**config.mk**
```make
export PLATFORM = sky130hd
export DESIGN_NAME = wft_calc
export DESIGN_NICKNAME = d
export VERILOG_FILES = /design/src/rtl/core/wft_pkg.sv /design/src/rtl/core/wft_calc.sv
export SDC_FILE = /design/constraint.sdc
export NUM_CORES = 1
export LEC_CHECK = 0
export ABC_AREA = 0
export ABC_CLOCK_PERIOD_IN_PS = 8300
export BUFFER_PORTS_ARGS = -buffer_cell sky130_fd_sc_hd__buf_4
export CAP_MARGIN = 20
export CELL_PAD_IN_SITES_DETAIL_PLACEMENT = 1
export CELL_PAD_IN_SITES_GLOBAL_PLACEMENT = 2
export CORE_ASPECT_RATIO = 1.1
export CORE_MARGIN = 5
export CORE_UTILIZATION = 30
export DETAILED_ROUTE_END_ITERATION = 12
export PLACE_DENSITY_LB_ADDON = 0.1
export SLEW_MARGIN = 20
export SYNTH_ARGS = -nofsm -noshare
export SYNTH_HDL_FRONTEND = slang
export SYNTH_SLANG_ARGS = --single-unit
```
**constraint.sdc**
```tcl
create_clock -name clk -period 8.3 [get_ports clk]
set_input_delay 0.415 -clock clk [delete_from_list [all_inputs] [get_ports clk]]
set_output_delay 0.415 -clock clk [all_outputs]
set_load 0.02 [all_outputs]
```
**src/rtl/core/wft_pkg.sv**
```systemverilog
// Shared types and constants for the weighted frequency moment tracker.
package wft_pkg;

  localparam int POWER_W = 48;
  localparam int COUNT_W = 17;
  localparam int VALUE_W = 16;

  // Command codes
  localparam logic CMD_ADD    = 1'b0;
  localparam logic CMD_REMOVE = 1'b1;

  typedef struct packed {
    logic               command;
    logic [VALUE_W-1:0] value;
  } item_t;

  typedef struct packed {
    logic [POWER_W-1:0] power;
    logic [COUNT_W-1:0] new_count;
    logic               error;
  } result_t;

  // Registered outcome of the count update, handed to the sum stage
  typedef struct packed {
    logic               vld;
    logic               err;
    logic               sub;
    logic [POWER_W-1:0] delta;
    logic [COUNT_W-1:0] new_count;
  } calc_t;

endpackage

```
**src/rtl/core/wft_calc.sv**
```systemverilog
// Count update and weighted delta multiply for one item.
module wft_calc #(
  parameter int VALUE_BITS = 16,
  parameter int COUNT_MAX  = 65536
) (
  input  logic                              clk,
  input  logic                              rst,
  input  logic                              valid,
  input  logic                              sub,
  input  logic [VALUE_BITS-1:0]             value,
  input  logic [$clog2(COUNT_MAX+1)-1:0]    count,
  output logic                              we,
  output logic [$clog2(COUNT_MAX+1)-1:0]    wdata,
  output wft_pkg::calc_t                    calc
);

  import wft_pkg::*;

  localparam int CNT_W  = $clog2(COUNT_MAX + 1);
  localparam int PROD_W = CNT_W + 1 + VALUE_BITS;

  logic                          err;
  logic [CNT_W-1:0]              cnt_new;
  logic [CNT_W-1:0]              cnt_base;
  logic [CNT_W:0]                factor;
  logic [PROD_W-1:0]             prod;
  logic [POWER_W+PROD_W-1:0]     prod_ext;
  logic [COUNT_W+CNT_W-1:0]      cnt_ext;
  logic [CNT_W-1:0]              cnt_out;

  // Reject remove of an absent value and add at full count
  assign err     = sub ? (count == '0) : (count >= CNT_W'(COUNT_MAX));
  assign cnt_new = sub ? (count - CNT_W'(1)) : (count + CNT_W'(1));

  // 2c+1 for add, 2(c-1)+1 = 2c-1 for remove
  assign cnt_base = sub ? (count - CNT_W'(1)) : count;
  assign factor   = {cnt_base, 1'b1};
  assign prod     = PROD_W'(factor) * PROD_W'(value);
  assign prod_ext = {{POWER_W{1'b0}}, prod};

  assign cnt_out = err ? count : cnt_new;
  assign cnt_ext = {{COUNT_W{1'b0}}, cnt_out};

  // Table write-back
  assign we    = valid & ~err;
  assign wdata = cnt_new;

  // Stage register toward the sum update
  always_ff @(posedge clk) begin
    if (rst) begin
      calc.vld <= 1'b0;
    end else begin
      calc.vld <= valid;
    end
    calc.err       <= err;
    calc.sub       <= sub;
    calc.delta     <= prod_ext[POWER_W-1:0];
    calc.new_count <= cnt_ext[COUNT_W-1:0];
  end

endmodule

```
==> flow_summary.ini <==
[worst_setup_path]
crit_type = in2reg
path_buf_inv = 3
crit_family = adder cells
startpoint_type = input port
path_max_fanout = 9
crit_start = count[0]
endpoint_kind = register
crit_required_ns = 8.56
cp_slowest_cell = fa_1
slowest_delay_ns = 0.56
cp.arrival_ns = 7.80
cpMostUsedCell = fa_1

[final_layout]
antenna_cells = 0
syn_to_final_growth_pct = 12.25
largest_reg_flops = 54
design_area_um2 = 12940
drive_gt1_frac = 0.1126
fin_util = 0.3396
fin_nets = 1746
regMostFlops = calc
reg.largest.list = calc (54)

[clocking]
cts_sinks = 54
post_cts_buffers = 0
root_buffer = clkbuf_16
ctsResizeCount = 0
cts_hold_buffers = 0
clk_pin_slew_ns = 0.10
clockBufferDepth = 2
numCtsBuffers = 5
cts_tree = done
htree_levels = 2

[timing]
fmax_mhz = 132.6
fin_setup_tns_ns = 0
finalCritPeriodShare = 0.9087
worst_slew_pin_slew_ns = 0.6822
finalSetupViolations = 0
slew_viol_final = 0
rsz0062_at_grt = no
slew_headroom = 0.5452
finalHoldViolations = 0
finalCriticalPeriod_ns = 7.542

[yosys]
synth_mux_area_frac = 0.0009769
syn-cell-area_um2 = 11530
synth-edff-count = 0
synth-simple-area-share = 0.1726
synth.avg_cell_area_um2 = 8.860
ys.flop_type = dfxtp_1
synth_top_family_by_area = adder cells
synthXorXnorAreaFrac = 0.05926
synth_compound_area_frac = 0.04971
ys_async_sr_fraction = 0
yosys_warnings = 0
syn_inst = 1301
ys_types = 56
ys_seq_area_frac = 0.09378
synth-seq-cells = 54
synth-adder-area-share = 0.5060

[global_routing]
grt_pass1_wl_mm = 55.22
grt_max_degree = 20
antenna_found_initial = 1
first_global_vias = 9628
track_usage = 0.1683
globalRouteOverflowTotal = 0

[status]
outcome = finished, final reports clean

[floorplanning]
fp-row-count = 75
die_w_um = 196.9
die_area_um2 = 42450
core_um2 = 38100
pin_count = 123
fp.dieH_um = 215.6
start_util = 0.3026

[detailed_routing]
vias_per_cell = 4.595
ant_nets = 0
drc_errors = 0
drt_iter0_markers = 232
wl_mm = 34.90
first_pass_iters = 4
vias = 8624
post_drt_wl_per_cell_um = 18.59

[placed_design]
placed_area_um2 = 12790
place.gp.congestion = 0.7823
port_buffers = 108
hpwl_mm = 28.46

[hold_path]
worstHoldPathType = in2reg
hp-start = rst
whs_path_depth = 2
hold_end = calc[67]

[flow_run]
max_cap_violations = 0
[area by class of cell]
cell class                 instances  area, um2
fill                            4568      25160
multi-input combinational        924       9143
sequential                        54       1081
inverter                         266      998.5
timing repair buffer             125      938.4
tap                              500      625.6
clock buffer                       5      125.1
clock inverter                     3      28.78
[metal layers]
| layer | track usage | up-vias | wire length, um |
|---|---|---|---|
| li1 | - | 4003 | - |
| met3 | 0.01716 | 20 | 556 |
| met4 | 0.03491 | 2 | 539 |
| met5 | 0 | - | 12 |
| met1 | 0.2026 | 4535 | 14300 |
| met2 | 0.3223 | 64 | 19480 |
[Yosys cell counts, types with 6 or more instances]
| cell type | instances | area share |
|---|---|---|
| ha_1 | 111 | 0.12 |
| and2_1 | 113 | 0.061 |
| inv_1 | 264 | 0.086 |
| a31oi_1 | 6 | 0.0033 |
| fa_1 | 222 | 0.39 |
| a21oi_1 | 33 | 0.014 |
| buf_4 | 16 | 0.010 |
| buf_2 | 7 | 0.0030 |
| xnor2_1 | 40 | 0.030 |
| o21ai_0 | 12 | 0.0052 |
| nor3_1 | 12 | 0.0052 |
| nor2_1 | 32 | 0.010 |
| nand2_1 | 206 | 0.067 |
| nand3_1 | 10 | 0.0043 |
| clkbuf_1 | 39 | 0.013 |
| xor2_1 | 33 | 0.025 |
| dfxtp_1 | 54 | 0.094 |
| a21o_1 | 10 | 0.0065 |
[worst max-delay path by stage]
stage	endpoint	slack, ns	cells past startpoint
2_1_floorplan	calc[37]	1.09	26
3_3_place_gp	calc[50]	0.51	25
3_5_place_dp	calc[47]	0.38	30
4_1_cts	calc[49]	0.75	30
5_1_grt	calc[47]	0.20	30
6_report	calc[50]	0.76	25
[cell usage in the layout (no fill, tap or decap), types with 6 or more instances in the layout]
master,netlist,layout
inv_1,264,264
fa_1,222,222
nand2_1,206,206
buf_4,16,125
and2_1,113,113
ha_1,111,111
dfxtp_1,54,54
xnor2_1,40,40
xor2_1,33,33
a21oi_1,33,33
nor2_1,32,32
conb_1,1,14
nor3_1,12,12
o21ai_0,12,12
a21o_1,10,10
nand3_1,10,10
a31oi_1,6,6
[stage by stage]
stage	cells	setup WS, ns	hold WS (ns)
floorplan	1314	1.094	0.4427
global placement	1869	0.5118	0.5714
detailed placement	1869	0.3838	0.5769
CTS	1877	0.7518	0.1808
global route	1877	0.2018	0.1991
finish	1877	0.7582	0.2069
[kinds of logic after synthesis]
kind of cell | Yosys count
XOR/XNOR | 75
adder cells (fa/ha/maj) | 333
buffers and inverters | 336
multiplexers | 1
other | 1
AO/OA/AOI/OAI | 91
AND/OR/NAND/NOR | 410
flip-flops | 54
Power is left out: the tool's default activity adds up to more than one toggle a clock period on the data nets, which glitch-free logic cannot reach.
